$ cat src/design/nrmc_pkg.sv
package nrmc_pkg;

  // line buffer limit, bytes past MAX_LINE-1 in one line are dropped
  localparam int MAX_LINE = 128;
  localparam int LEN_W    = $clog2(MAX_LINE);

  // result widths
  localparam int LAT_W = 27;
  localparam int LON_W = 31;
  localparam int MIN_W = 20;
  localparam int TIM_W = 7;
  localparam int LATD_W = 7;
  localparam int LOND_W = 10;

  // fixed point scale: 1 degree = 600000, 1 minute = 10000
  localparam logic [19:0] DEG_SCALE = 20'd600000;
  localparam logic [23:0] MIN_UNIT  = 24'd10000;
  localparam logic [23:0] MIN_CAP   = 24'd990000;

  // characters of interest
  localparam logic [7:0] CHAR_NL    = 8'd10;
  localparam logic [7:0] CHAR_COMMA = 8'd44;
  localparam logic [7:0] CHAR_DOT   = 8'd46;
  localparam logic [7:0] CHAR_ZERO  = 8'd48;
  localparam logic [7:0] CHAR_NINE  = 8'd57;
  localparam logic [7:0] CHAR_A     = 8'd65;
  localparam logic [7:0] CHAR_S     = 8'd83;
  localparam logic [7:0] CHAR_W     = 8'd87;

  // field positions in an RMC line
  localparam logic [3:0] FLD_TIME   = 4'd1;
  localparam logic [3:0] FLD_STATUS = 4'd2;
  localparam logic [3:0] FLD_LAT    = 4'd3;
  localparam logic [3:0] FLD_NS     = 4'd4;
  localparam logic [3:0] FLD_LON    = 4'd5;
  localparam logic [3:0] FLD_EW     = 4'd6;
  localparam logic [3:0] FLD_MAX    = 4'd15;
  localparam logic [6:0] CIF_MAX    = 7'd127;
  localparam logic [3:0] NOT_DIGIT  = 4'd10;

  // weights of the four kept minute fraction digits
  localparam logic [9:0] FRAC_WEIGHT [4] = '{10'd1000, 10'd100, 10'd10, 10'd1};

  // accumulated content of one line
  typedef struct packed {
    logic              status;
    logic [TIM_W-1:0]  hours;
    logic [TIM_W-1:0]  minutes;
    logic [TIM_W-1:0]  seconds;
    logic [LATD_W-1:0] lat_deg;
    logic [MIN_W-1:0]  lat_min;
    logic [LOND_W-1:0] lon_deg;
    logic [MIN_W-1:0]  lon_min;
    logic              south;
    logic              west;
  } line_t;

  typedef struct packed {
    logic [LOND_W-1:0] acc;
    logic              stopped;
  } plain_t;

  typedef struct packed {
    logic [MIN_W-1:0] acc;
    logic             stopped;
    logic [2:0]       frac;
  } min_step_t;

  function automatic logic [3:0] digit_value(logic [7:0] c);
    logic [7:0] diff;
    diff = c - CHAR_ZERO;
    if (c >= CHAR_ZERO && c <= CHAR_NINE) begin
      return diff[3:0];
    end
    return NOT_DIGIT;
  endfunction

  // decimal digit group, stops at the first non-digit
  function automatic plain_t plain_step(logic [LOND_W-1:0] acc, logic [3:0] d,
                                        logic restart, logic stopped);
    plain_t r;
    r.acc     = acc;
    r.stopped = restart ? 1'b0 : stopped;
    if (!r.stopped) begin
      if (d < NOT_DIGIT) begin
        r.acc = LOND_W'(acc * LOND_W'(10) + LOND_W'(d));
      end else begin
        r.stopped = 1'b1;
      end
    end
    return r;
  endfunction

  // minutes: integer digits, one dot, up to four kept fraction digits
  function automatic min_step_t minutes_step(logic [MIN_W-1:0] acc, logic [7:0] c,
                                             logic [3:0] d, logic restart,
                                             logic stopped, logic [2:0] frac);
    min_step_t   r;
    logic [23:0] v;
    logic [13:0] part;
    logic [2:0]  widx;
    r.acc     = acc;
    r.stopped = restart ? 1'b0 : stopped;
    r.frac    = restart ? 3'd0 : frac;
    v         = 24'(acc) * 24'd10 + 24'(d) * MIN_UNIT;
    widx      = r.frac - 3'd1;
    part      = 14'(d) * 14'(FRAC_WEIGHT[widx[1:0]]);
    if (!r.stopped) begin
      if (r.frac == 3'd0) begin
        if (d < NOT_DIGIT) begin
          r.acc = (v > MIN_CAP) ? MIN_W'(MIN_CAP) : v[MIN_W-1:0];
        end else if (c == CHAR_DOT) begin
          r.frac = 3'd1;
        end else begin
          r.stopped = 1'b1;
        end
      end else begin
        if (d < NOT_DIGIT) begin
          if (r.frac <= 3'd4) begin
            r.acc = acc + MIN_W'(part);
          end
          if (r.frac < 3'd5) begin
            r.frac = r.frac + 3'd1;
          end
        end else begin
          r.stopped = 1'b1;
        end
      end
    end
    return r;
  endfunction

endpackage

$ cat src/design/nmea_rmc_sentence_parser_core.sv
// NMEA RMC line parser. Takes one received byte per beat, one beat per cycle, and
// splits the line into comma-separated fields on the fly. A newline byte produces one
// result beat (fix flag, UTC hh/mm/ss, signed latitude and longitude in 1/600000
// degree) that shows up on the output in the cycle after the newline is taken. The result
// sits in a single output register: the input is only stalled while that register is
// full and the output side is stalling, so with a free-running sink the block takes a
// byte every cycle. The per-byte field update and the degree scaling are each one
// register stage deep. Checksum and sentence type are not checked.
module nmea_rmc_sentence_parser_core import nrmc_pkg::*; (
  input  logic                    clk_i,
  input  logic                    rst_ni,
  input  logic                    in_valid_i,
  output logic                    in_stall_o,
  input  logic [7:0]              rx_byte_i,
  output logic                    out_valid_o,
  input  logic                    out_stall_i,
  output logic                    fix_valid_o,
  output logic [TIM_W-1:0]        utc_hours_o,
  output logic [TIM_W-1:0]        utc_minutes_o,
  output logic [TIM_W-1:0]        utc_seconds_o,
  output logic signed [LAT_W-1:0] latitude_o,
  output logic signed [LON_W-1:0] longitude_o
);

  logic             beat;
  logic             nl_beat;
  line_t            line;
  logic [LAT_W-1:0] lat_abs;
  logic [LON_W-1:0] lon_abs;

  logic             out_valid_q, out_valid_d;
  logic             fix_q;
  logic [TIM_W-1:0] hours_q, minutes_q, seconds_q;
  logic [LAT_W-1:0] lat_q, lat_d;
  logic [LON_W-1:0] lon_q, lon_d;

  // handshake
  assign in_stall_o = out_valid_q & out_stall_i;
  assign beat       = in_valid_i & ~in_stall_o;
  assign nl_beat    = beat & (rx_byte_i == CHAR_NL);

  nrmc_parse u_parse (
    .clk_i     (clk_i),
    .rst_ni    (rst_ni),
    .beat_i    (beat),
    .rx_byte_i (rx_byte_i),
    .line_o    (line)
  );

  // degrees to fixed point plus minutes, then hemisphere sign
  assign lat_abs = LAT_W'(LAT_W'(line.lat_deg) * LAT_W'(DEG_SCALE)) + LAT_W'(line.lat_min);
  assign lon_abs = LON_W'(LON_W'(line.lon_deg) * LON_W'(DEG_SCALE)) + LON_W'(line.lon_min);
  assign lat_d   = line.south ? (LAT_W'(0) - lat_abs) : lat_abs;
  assign lon_d   = line.west ? (LON_W'(0) - lon_abs) : lon_abs;

  // output register occupancy
  always_comb begin
    out_valid_d = out_valid_q;
    if (nl_beat) begin
      out_valid_d = 1'b1;
    end else if (!out_stall_i) begin
      out_valid_d = 1'b0;
    end
  end

  always_ff @(posedge clk_i or negedge rst_ni) begin
    if (!rst_ni) begin
      out_valid_q <= 1'b0;
    end else begin
      out_valid_q <= out_valid_d;
    end
  end

  // result payload
  always_ff @(posedge clk_i) begin
    if (nl_beat) begin
      fix_q     <= line.status;
      hours_q   <= line.hours;
      minutes_q <= line.minutes;
      seconds_q <= line.seconds;
      lat_q     <= lat_d;
      lon_q     <= lon_d;
    end
  end

  assign out_valid_o   = out_valid_q;
  assign fix_valid_o   = fix_q;
  assign utc_hours_o   = hours_q;
  assign utc_minutes_o = minutes_q;
  assign utc_seconds_o = seconds_q;
  assign latitude_o    = $signed(lat_q);
  assign longitude_o   = $signed(lon_q);

  // a taken newline always leaves a result beat waiting
  a_nl_gives_result: assert property (@(posedge clk_i) disable iff (!rst_ni)
    nl_beat |=> out_valid_o)
    else $error("newline beat produced no result");

  // a taken newline clears the line state for the next line
  a_nl_clears_line: assert property (@(posedge clk_i) disable iff (!rst_ni)
    nl_beat |=> (line.hours == '0 && line.lat_min == '0 && line.lon_deg == '0 &&
                 line.south == 1'b0 && line.west == 1'b0 && line.status == 1'b0))
    else $error("line state not cleared after newline");

  // a drained result is not shown again without a new newline
  a_no_repeat: assert property (@(posedge clk_i) disable iff (!rst_ni)
    (out_valid_o && !out_stall_i && !nl_beat) |=> !out_valid_o)
    else $error("result beat repeated");

endmodule

$ cat src/design/nrmc_parse.sv
module nrmc_parse import nrmc_pkg::*; (
  input  logic       clk_i,
  input  logic       rst_ni,
  input  logic       beat_i,
  input  logic [7:0] rx_byte_i,
  output line_t      line_o
);

  line_t            line_q, line_d;
  logic [3:0]       field_q, field_d;
  logic [6:0]       cif_q, cif_d;
  logic [LEN_W-1:0] len_q, len_d;
  logic [2:0]       frac_q, frac_d;
  logic             stop_q, stop_d;

  logic [3:0]       dig;
  plain_t           ps;
  min_step_t        ms;

  assign dig    = digit_value(rx_byte_i);
  assign line_o = line_q;

  // per-byte field tracking and accumulation
  always_comb begin
    line_d  = line_q;
    field_d = field_q;
    cif_d   = cif_q;
    len_d   = len_q;
    frac_d  = frac_q;
    stop_d  = stop_q;
    ps      = '0;
    ms      = '0;
    if (beat_i) begin
      if (rx_byte_i == CHAR_NL) begin
        line_d  = '0;
        field_d = '0;
        cif_d   = '0;
        len_d   = '0;
        frac_d  = '0;
        stop_d  = 1'b0;
      end else if (len_q < LEN_W'(MAX_LINE - 1)) begin
        len_d = len_q + LEN_W'(1);
        if (rx_byte_i == CHAR_COMMA) begin
          if (field_q < FLD_MAX) begin
            field_d = field_q + 4'd1;
          end
          cif_d  = '0;
          stop_d = 1'b0;
          frac_d = '0;
        end else begin
          unique case (field_q)
            FLD_TIME: begin
              if (cif_q < 7'd2) begin
                ps = plain_step(LOND_W'(line_q.hours), dig, cif_q == 7'd0, stop_q);
                line_d.hours = ps.acc[TIM_W-1:0];
                stop_d = ps.stopped;
              end else if (cif_q < 7'd4) begin
                ps = plain_step(LOND_W'(line_q.minutes), dig, cif_q == 7'd2, stop_q);
                line_d.minutes = ps.acc[TIM_W-1:0];
                stop_d = ps.stopped;
              end else if (cif_q < 7'd6) begin
                ps = plain_step(LOND_W'(line_q.seconds), dig, cif_q == 7'd4, stop_q);
                line_d.seconds = ps.acc[TIM_W-1:0];
                stop_d = ps.stopped;
              end
            end
            FLD_STATUS: begin
              if (cif_q == 7'd0) begin
                line_d.status = (rx_byte_i == CHAR_A);
              end
            end
            FLD_LAT: begin
              if (cif_q < 7'd2) begin
                ps = plain_step(LOND_W'(line_q.lat_deg), dig, cif_q == 7'd0, stop_q);
                line_d.lat_deg = ps.acc[LATD_W-1:0];
                stop_d = ps.stopped;
              end else begin
                ms = minutes_step(line_q.lat_min, rx_byte_i, dig, cif_q == 7'd2,
                                  stop_q, frac_q);
                line_d.lat_min = ms.acc;
                stop_d = ms.stopped;
                frac_d = ms.frac;
              end
            end
            FLD_NS: begin
              if (cif_q == 7'd0) begin
                line_d.south = (rx_byte_i == CHAR_S);
              end
            end
            FLD_LON: begin
              if (cif_q < 7'd3) begin
                ps = plain_step(line_q.lon_deg, dig, cif_q == 7'd0, stop_q);
                line_d.lon_deg = ps.acc;
                stop_d = ps.stopped;
              end else begin
                ms = minutes_step(line_q.lon_min, rx_byte_i, dig, cif_q == 7'd3,
                                  stop_q, frac_q);
                line_d.lon_min = ms.acc;
                stop_d = ms.stopped;
                frac_d = ms.frac;
              end
            end
            FLD_EW: begin
              if (cif_q == 7'd0) begin
                line_d.west = (rx_byte_i == CHAR_W);
              end
            end
            default: begin
            end
          endcase
          if (cif_q < CIF_MAX) begin
            cif_d = cif_q + 7'd1;
          end
        end
      end
    end
  end

  // line state registers
  always_ff @(posedge clk_i or negedge rst_ni) begin
    if (!rst_ni) begin
      line_q  <= '0;
      field_q <= '0;
      cif_q   <= '0;
      len_q   <= '0;
      frac_q  <= '0;
      stop_q  <= 1'b0;
    end else begin
      line_q  <= line_d;
      field_q <= field_d;
      cif_q   <= cif_d;
      len_q   <= len_d;
      frac_q  <= frac_d;
      stop_q  <= stop_d;
    end
  end

endmodule
$ cat config.mk
export PLATFORM = sky130hd
export DESIGN_NAME = nmea_rmc_sentence_parser_core
export DESIGN_NICKNAME = d
export VERILOG_FILES = /design/src/design/nrmc_pkg.sv /design/src/design/nmea_rmc_sentence_parser_core.sv /design/src/design/nrmc_parse.sv
export SDC_FILE = /design/constraint.sdc
export NUM_CORES = 1
export LEC_CHECK = 0
export BUFFER_PORTS_ARGS = -buffer_cell sky130_fd_sc_hd__buf_4
export CAP_MARGIN = 20
export CORE_UTILIZATION = 65
export DETAILED_ROUTE_END_ITERATION = 10
export PLACE_DENSITY = 0.8
export SYNTH_ARGS = -nofsm -noshare
export SYNTH_HDL_FRONTEND = slang
export SYNTH_HIERARCHICAL = 1
export SYNTH_SLANG_ARGS = --single-unit
$ cat constraint.sdc
create_clock -name clk_i -period 17.9 [get_ports clk_i]
set_input_delay 1.79 -clock clk_i [delete_from_list [all_inputs] [get_ports clk_i]]
set_output_delay 1.79 -clock clk_i [all_outputs]
set_load 0.05 [all_outputs]
; ---- Yosys cells after proc, flatten, opt, wreduce, memory -nomap -nowiden
; Cells that the tools add are included.
; Widths: inputs -> output; s select.
[classes]
add_sub_neg = 21
multipliers = 12
magnitude_cmp = 18
n_eq_ne = 27
muxes = 97
bitwise = 6
reduce_logical = 39
[op_table]
columns = operator, count
row1 = $mux 81, 3
row2 = $mux 20, 10
row3 = $mux 7, 15
row4 = $mux 24, 4
row5 = $mux 10, 6
row6 = $mux 27, 2
row7 = $add 24x18->24, 2
row8 = $gt 24x20->1 const B, 2
row9 = $mul 20x3->23 const B, 2
row10 = $add 20x14->20, 2
row11 = $bmux 10 s2, 2
row12 = $mux 3, 13
row13 = $mux 4, 8
row14 = $mux 8, 4
row15 = $add 30x20->31, 1
row16 = $mux 31, 1
row17 = $sub 1x31->31 const A, 1
row18 = $mux 30, 1
row19 = $reduce_bool 2->1, 15
row20 = $add 7x4->7, 4
row21 = $mul 4x10->14, 2
row22 = $mul 7x3->6 const B, 4
row23 = $add 27x20->27, 1
row24 = $sub 1x27->27 const A, 1
row25 = other kinds (53), 114
[totals]
ff_bits = 184
inputBits = 12
output_inout_bits = 82
word_cells = 242

; ---- Depth between registers and ports, before layout
; Gate-level depths: netlist of the first run.
[logic_depth]
word_depth = 18
depth_mapped = 28
depth_no_buf = 27

; ---- Hierarchy
; Netlist of the first run, hierarchy kept.
[modules_own_cells]
columns = module, instances, cells_each, area_each_um2, seq_area_each_um2
row1 = nrmc_parse, 1, 1699, 14365.0, 2577.5
row2 = nmea_rmc_sentence_parser_core, 1, 1024, 9959.6, 2427.3

; ---- Least setup slack after synthesis of the first run
; No wires, ideal clock.
[synth_path]
kind = input to register
from = input port rx_byte_i[2]
to = register u_parse.line_q (netlist bit u_parse/line_o[15])
setup_ps = 120
arrival_time_ps = 7173
t_required_ps = 17780
path_slack_ps = 10606
stages = 27
n_path_buf = 3
path_cell_list = clkbuf_1 -> o21ai_0 -> nand3_1 -> nor2_1 -> inv_1 -> clkbuf_1 -> ha_1 -> ha_1 -> ha_1 -> inv_1 -> fa_1 -> nor2b_1 -> o21ai_0 -> nand2b_1 -> xor2_1 -> ha_1 -> and2_1 -> a221o_1 -> a32oi_1 -> nor3b_1 -> nand3_1 -> nand2_1 -> or4_4 -> nor2_4 -> nand4b_4 -> buf_6 -> a41o_1
[synth_between]
elab_chain_cells = 16
word_cells_on_any_way = 34
classes_between = add/sub: 3 / mul: 2 / order compare: 4 / eq/ne: 5 / mux: 14 / reduce/logical: 6
[synth_lines]
columns = element, line_no
row1 = "start, declared", nmea_rmc_sentence_parser_core.sv:14  ; input logic [7:0] rx_byte_i,
row2 = $ge 8x6->1 / $le 8x6->1 (equally long branches), nrmc_pkg.sv:72  ; if (c >= CHAR_ZERO && c <= CHAR_NINE) begin
row3 = $logic_and 1x1->1, nrmc_pkg.sv:72
row4 = $mux 1, nrmc_pkg.sv:72
row5 = $mux 4, nrmc_pkg.sv:75  ; return NOT_DIGIT;
row6 = $mul 4x10->14, nrmc_pkg.sv:105  ; v = 24'(acc) * 24'd10 + 24'(d) * MIN_UNIT;
row7 = $add 24x18->24, nrmc_pkg.sv:105
row8 = $gt 24x20->1, nrmc_pkg.sv:111  ; r.acc = (v > MIN_CAP) ? MIN_W'(MIN_CAP) : v[MIN_W-1:0];
row9 = $mux 20, nrmc_pkg.sv:111
row10 = $mux 20, nrmc_pkg.sv:110  ; if (d < NOT_DIGIT) begin
row11 = $mux 24, nrmc_pkg.sv:109  ; if (r.frac == 3'd0) begin
row12 = $mux 24, nrmc_pkg.sv:108  ; if (!r.stopped) begin
row13 = $mux 20, nrmc_parse.sv:91  ; if (cif_q < 7'd3) begin
row14 = $mux 30, nrmc_parse.sv:51  ; unique case (field_q)
row15 = $mux 81, nrmc_parse.sv:43  ; if (rx_byte_i == CHAR_COMMA) begin
row16 = $mux 81, nrmc_parse.sv:41  ; end else if (len_q < LEN_W'(MAX_LINE - 1)) begin
row17 = $mux 81, nrmc_parse.sv:34  ; if (rx_byte_i == CHAR_NL) begin
row18 = "end signal, assigned", nrmc_parse.sv:129  ; line_q <= line_d;
row19 = "end, declared", nrmc_parse.sv:9  ; line_t line_q, line_d;
; Several ways; a longest one is shown, not always the timed one. The select of a mux whose other input is x is not followed.
; A chain may end at the register's enable or synchronous reset.

; ---- Worst setup path in the final report of the first run
[layout_path]
from = input port rx_byte_i[7]
to = register u_parse.line_q (netlist bit u_parse/line_o[16])
; Same word-level chain as after synthesis.

==> results of run 1 <==
[synth_stat cells, types with 10 or more instances]
master	number
nor4_1	13
and2_1	35
inv_1	261
and3_1	32
ha_1	393
xor2_1	81
or3_1	22
nand3_1	70
nand4_1	24
fa_1	101
o21bai_1	17
a22o_1	30
o31ai_1	17
nand2_1	227
nor3_1	44
nor2b_1	22
a31o_1	10
edfxtp_1	80
clkbuf_1	39
a31oi_1	24
nor3b_1	13
dfrtp_1	104
o211ai_1	17
o21ai_0	149
nor2_1	146
o21ai_1	16
nand2b_1	39
or2_2	10
a211oi_1	27
a21oi_1	159
o21a_1	23
a21o_1	63
o2111ai_1	10
xnor2_1	172
[final timing paths]
kind                               startpoint            endpoint  cells after the start
max                              rx_byte_i[7]  u_parse/line_o[16]                     25
min                        u_parse/line_o[79]      utc_hours_o[6]                      0
max reg2reg                u_parse/line_o[29]     longitude_o[29]                     25
min reg2reg                u_parse/line_o[79]      utc_hours_o[6]                      0
max in group asynchronous              rst_ni  u_parse/line_o[31]                      2
min in group asynchronous              rst_ni  u_parse/line_o[39]                      1
[kinds of logic after synthesis]
kind of cell | after synthesis | synth area share [%]
and+or+nand+nor | 760 | 16.2
other | 1 | 0.0154
AOI/OAI and AO/OA | 697 | 19.6
muxes | 6 | 0.262
xor gates and xnor gates | 257 | 9.45
DFF | 184 | 20.6
buffers and inverters | 319 | 5.17
adders and majority gates | 499 | 28.7
[cells in the final DEF (no fill, tap or decap), drive strengths merged, types with 36 or more instances in the layout]
cell	count
ha	393
inv	270
xnor2	173
fa	101
nor2	149
xor2	83
edfxtp	80
and2	36
o21ai	168
a21o	63
a21oi	162
buf	101
nand2b	39
nand3	71
dfrtp	104
nand2	230
nor3	47
[power groups by stage]
| stage | combinational (W) | sequential (W) | clock [W] |
|---|---|---|---|
| after floorplan | 0.000193 | 0.000480 | 0 |
| after global placement | 0.000235 | 0.000490 | 0 |
| after detailed placement | 0.000242 | 0.000492 | 0 |
| after CTS | 0.000245 | 0.000483 | 0.000401 |
| after global routing | 0.000277 | 0.000486 | 0.000415 |
| final | 0.000249 | 0.000483 | 0.000395 |
[critical path, delay by kind of cell]
family | cells | cell delay (ns)
buffers and inverters | 3 | 0.70
adders and majority gates | 5 | 1.66
and+or+nand+nor | 12 | 2.79
AOI/OAI and AO/OA | 4 | 1.02
xor gates and xnor gates | 1 | 0.25
[state kept, by name (all words and copies together) (netlist names), 3 cells and up]
signal	cells
longitude_o	31
u_parse/len_q	7
u_parse/frac_q	3
latitude_o	27
utc_hours_o	7
utc_minutes_o	7
u_parse/field_q	4
utc_seconds_o	7
u_parse/line_o	81
u_parse/cif_q	7
[cell type report]
cell class,instances,area [sq um],area share (%)
antenna,2,5.00,0.0192
clock buffer,19,443,1.70
clock inverter,13,155,0.596
inverter,263,987,3.79
multi-input combinational,2221,18100,69.4
sequential,184,5000,19.2
tap,468,586,2.25
timing repair buffer,101,778,2.99
[per-layer routing]
layer | vias up | wire, um | global-route usage, %
li1 | 9936 | - | -
met1 | 10200 | 27200 | 44.0
met2 | 760 | 29100 | 54.2
met3 | 108 | 3770 | 4.01
met4 | 0 | 1530 | 10.3
met5 | - | 0 | 0
[metrics by stage]
| step | area [sq um] | power, W | setup WS [ns] |
|---|---|---|---|
| 4_1_cts | 26000 | 0.00113 | 10.17 |
| 3_5_place_dp | 25400 | 0.000734 | 9.69 |
| 5_1_grt | 26000 | 0.00118 | 9.63 |
| 6_report | 26000 | 0.00113 | 10.02 |
| 3_3_place_gp | 25400 | 0.000726 | 9.91 |
| 2_1_floorplan | 24300 | 0.000673 | 10.61 |
==> metrics, run 1 <==
CTS Buffer Depth 2; Final Hold Viols 0; Net Switching roughly 0.00037 W; Max-cap violations 0; async set-reset flop share out of synthesis a little under three fifths; CTS Sinks 184; Core Region 36700 sq um; Die ar. approximately 38000 sq um; Crit Path Class primary input to flip-flop; final core utilization slightly above 70%; post-cts resize count 0; Clock power frac a little over a third; DR DRC count 0; Critical Path Fanout Max 23; Peak Freq ~130 MHz; synth top area cells ha_1, dfrtp_1, edfxtp_1, fa_1, xnor2_1; final hold slack approximately 0.46 ns; WL final about 62000 um; first-pass GRT wire length ~100000 um; Gate power share roughly 22%; Unique masters post-synth about 120; power per cell area roughly 43 nW/um^2; share of layout cells above drive strength 1 under 10%; Initial Util between 60 and 70%; Root Driver clkbuf_16; Ys Warns 6; Nets approximately 3300; grt total ovfl 0; largest net degree at the start of global routing 82; Avg Cell Area, Syn 8.93 sq um; endpoints failing setup 0; IO Count 94; Post-CTS Hold Fix Bufs 0; Final Non-Filler Cells approximately 3300; crit-path most repeated cell ha_1; DR vias/cell around 6.4; Crit path largest cell delay between 0.5 and 0.6 ns; via count between 20000 and 25000; Starting DRT DRC Count 1782; drt wl/cell 18.8 um; # fillers around 2900; normalized max-slew margin around 28%; post-route antenna net violation count 0; Flop pwr share 42.9%; DP Wirelength between 40000 and 50000 um; Worst Max-Slew Pin Slew 1.08 ns; slowest cell on the critical path or4_4; static leakage ~13 nW; RSZ-0062 raised after global routing no; area grow syn2layout 7.08%; R2R Setup Slk 10.30 ns; share of the yosys chip area belonging to registers 20.6%; Tcrit/Tclk final ~44%; outcome completed; vias in the first global route about 20000; ys flop type dfrtp_1; Gate Count Post-Synth 2723; Worst Path Required between 15 and 20 ns; initial antenna violation count 2; Yosys top cell area share about a fifth; post-CTS repair timing setup buffer count 0; Final Slew Violations 0; setup TNS 0 ns; Int Power 0.000755 W; CTS tree done; first-pass iteration count of the detailed router 6; Critical Path Source Type primary input; CP arrival roughly 8.2 ns; Switching Share 33.0%; CP Capture Type flip-flop; Max rail drop VDD between 40 and 50 uV; Global Route Usage Sum 32.5%; die width ~200 um; post-synth top area cell ha_1; Hold WC Path Type flip-flop to flip-flop; CTS buffer count 17; height of the die slightly below 200 um; Port Buffers between 90 and 100; Final Wtd Congestion 0.949; skew final approximately 0.013 ns; H-tree level count 4; row count 70; crit path time final 7.88 ns; Worst-path clk slew roughly 0.070 ns; cell total after placement around 3200; FF+latch count, synth between 150 and 200; clock latency on the worst-skew pair between 0.4 and 0.5 ns; EDFF count, synth 80; Mapped Area 24300 sq um
Power figures use the tool's default switching activity.
==> inputs of run 2 (changes only) <==
==> constraint.sdc (replaced) <==
create_clock -name clk_i -period 7.5 [get_ports clk_i]
set_input_delay 0.75 -clock clk_i [delete_from_list [all_inputs] [get_ports clk_i]]
set_output_delay 0.75 -clock clk_i [all_outputs]
set_load 0.05 [all_outputs]
==> run 2 against run 1 <==
- cell area increased by 0.78%
- global-route usage shrank 0.33 points
- via count shrank 0.76%
- final cell count rose by 0.49%
- combinational power rose by 140%
- die area unchanged
- register-to-register slack worse by 10 ns
- count of clock-buffer cells in the layout is 2 lower
- wire length down 1.3%
- worst hold slack got worse by 0.15 ns
==> metrics, run 2 (synthesized netlist as in run 1, its figures left out) <==
# fillers 2880; Global Route met2 Usage a little over half; Port Buffers between 90 and 100; post-route antenna net violation count 0; share of layout cells above drive strength 1 8.41%; power per cell area 104 nW/um^2; crit path from u_parse/line_o[31]; WL final a little over 60000 um; met1 Usage GRT between 40% and 50%; worst reg2reg startpoint u_parse/line_o[31]; area grow syn2layout 7.92%; height of the die about 200 um; Root Driver clkbuf_16; static leakage about 13 nW; met3 GRT Util under 10%; IO Count between 90 and 100; largest net degree at the start of global routing between 80 and 90; first-pass GRT wire length between 100000 and 150000 um; skew final around 0.02 ns; CP arrival 7.38 ns; Final Non-Filler Cells about 3300; CP Capture Type flip-flop; Worst-path clk slew 0.10 ns; H-tree level count 4; drt wl/cell around 18 um; max reg flops 81; RR Endpoint longitude_o[28]; endpoints failing setup 0; busiest layer in global routing met2; Worst Max-Slew Pin Slew 1.07 ns; Crit Path Class flip-flop to flip-flop; Nets between 3000 and 4000; cell total after placement between 3000 and 4000; commonest non-fill, non-tap cell in the layout ha_1; Final Slew Violations 0; Critical Path Source Type flip-flop; Worst Path Required a little under 8 ns; die width just under 200 um; crit path time final 7.18 ns; commonest non-fill, non-tap cells in the layout ha_1, inv_1, nand2_1; Core Region 36700 sq um; Max-cap violations 0; R2R Setup Slk 0.32 ns; CTS Sinks 184; CTS buffer count 17; Final Hold Viols 0; Tcrit/Tclk final a little over nine tenths; CTS tree done; grt total ovfl 0; Initial Util 66.3%; Critical Path Fanout Max 7; vias in the first global route around 20000; Max rail drop VDD around 130 uV; clock latency on the worst-skew pair roughly 0.46 ns; DP Wirelength between 40000 and 50000 um; Worst Reg-to-Reg Cells 25; CTS Buffer Depth 2; Hold WC Path Type primary input to asynchronous set/reset pin; Global Route Usage Sum between 30% and 40%; row count 70; normalized max-slew margin 28.2%; DR DRC count 0; initial antenna violation count 1; outcome completed; via count 20900; Starting DRT DRC Count between 1500 and 2000; DR vias/cell roughly 6.4; Peak Freq 139 MHz; Final Wtd Congestion a little over 0.9; first-pass iteration count of the detailed router 6; setup TNS 0 ns; Die ar. ~38000 sq um
==> run 2: timing repair <==
| action | in CTS | in global routing |
|---|---|---|
| hold buffers | 0 | 0 |
| endpoints found under the setup margin | 0 | 8 |
| setup buffers | 0 | 3 |
| gates resized for setup | 0 | 12 |
==> run 2: layout make-up <==
class | instances | area [sq um] | share of cell area (%)
antenna | 1 | 2.50 | 0.00953
clock buffer | 17 | 425 | 1.62
clock inverter | 15 | 218 | 0.829
inverter | 263 | 987 | 3.76
multi-input combinational | 2221 | 18100 | 69.0
sequential | 184 | 5010 | 19.1
tap | 468 | 586 | 2.23
timing repair buffer | 118 | 898 | 3.42
==> run 2: how the worst max path moves through the flow <==
stage / end / cells past startpoint
global route: longitude_o[29] / 25
CTS: longitude_o[29] / 25
detailed placement: longitude_o[29] / 25
global placement: longitude_o[29] / 25
floorplan: longitude_o[30] / 24
finish: longitude_o[28] / 25
==> run 2: layer usage <==
layer  vias to the layer above  share of wire, %  routed length, um
li1                       9963                 -                  -
met4                         0               2.4               1470
met3                        97               5.1               3120
met1                     10200                45              27500
met5                         -                 0                  0
met2                       618                47              28700
==> run 2: critical path, cell delays in order, from the launching register on <==
cell and delay, ns:
dfrtp_2 0.48, fa_2 0.60, inv_1 0.07, fa_1 0.53
inv_1 0.06, fa_1 0.51, fa_1 0.52, ha_1 0.31
ha_1 0.36, a21o_1 0.21, nor2b_2 0.21, a21o_1 0.19
nand2_1 0.08, xor2_1 0.16, ha_2 0.41, nand2_1 0.11
o21a_1 0.22, o21a_1 0.12, a31o_2 0.28, nor4b_4 0.39
and4_1 0.29, and2b_2 0.21, o31ai_1 0.09, a41oi_1 0.23
o21ai_1 0.11, xor2_1 0.19
==> run 2: per-stage QoR <==
stage	hold WS [ns]	cell area (sq um)	util, %	setup slack, ns	total power [W]
2_1_floorplan	0.425	24300	-	0.694	0.00161
3_3_place_gp	0.439	25500	69.5	0.358	0.00174
3_5_place_dp	0.441	25500	69.5	0.160	0.00176
4_1_cts	0.320	26200	71.3	0.100	0.00274
5_1_grt	0.347	26300	71.5	-0.0334	0.00288
6_report	0.308	26300	71.5	0.315	0.00274
==> run 2: power by group <==
part | total (W) | internal, W | switching [W]
Sequential | 0.00115 | 0.00109 | 0.0000650
Clock | 0.000986 | 0.000470 | 0.000516
Combinational | 0.000599 | 0.000234 | 0.000366
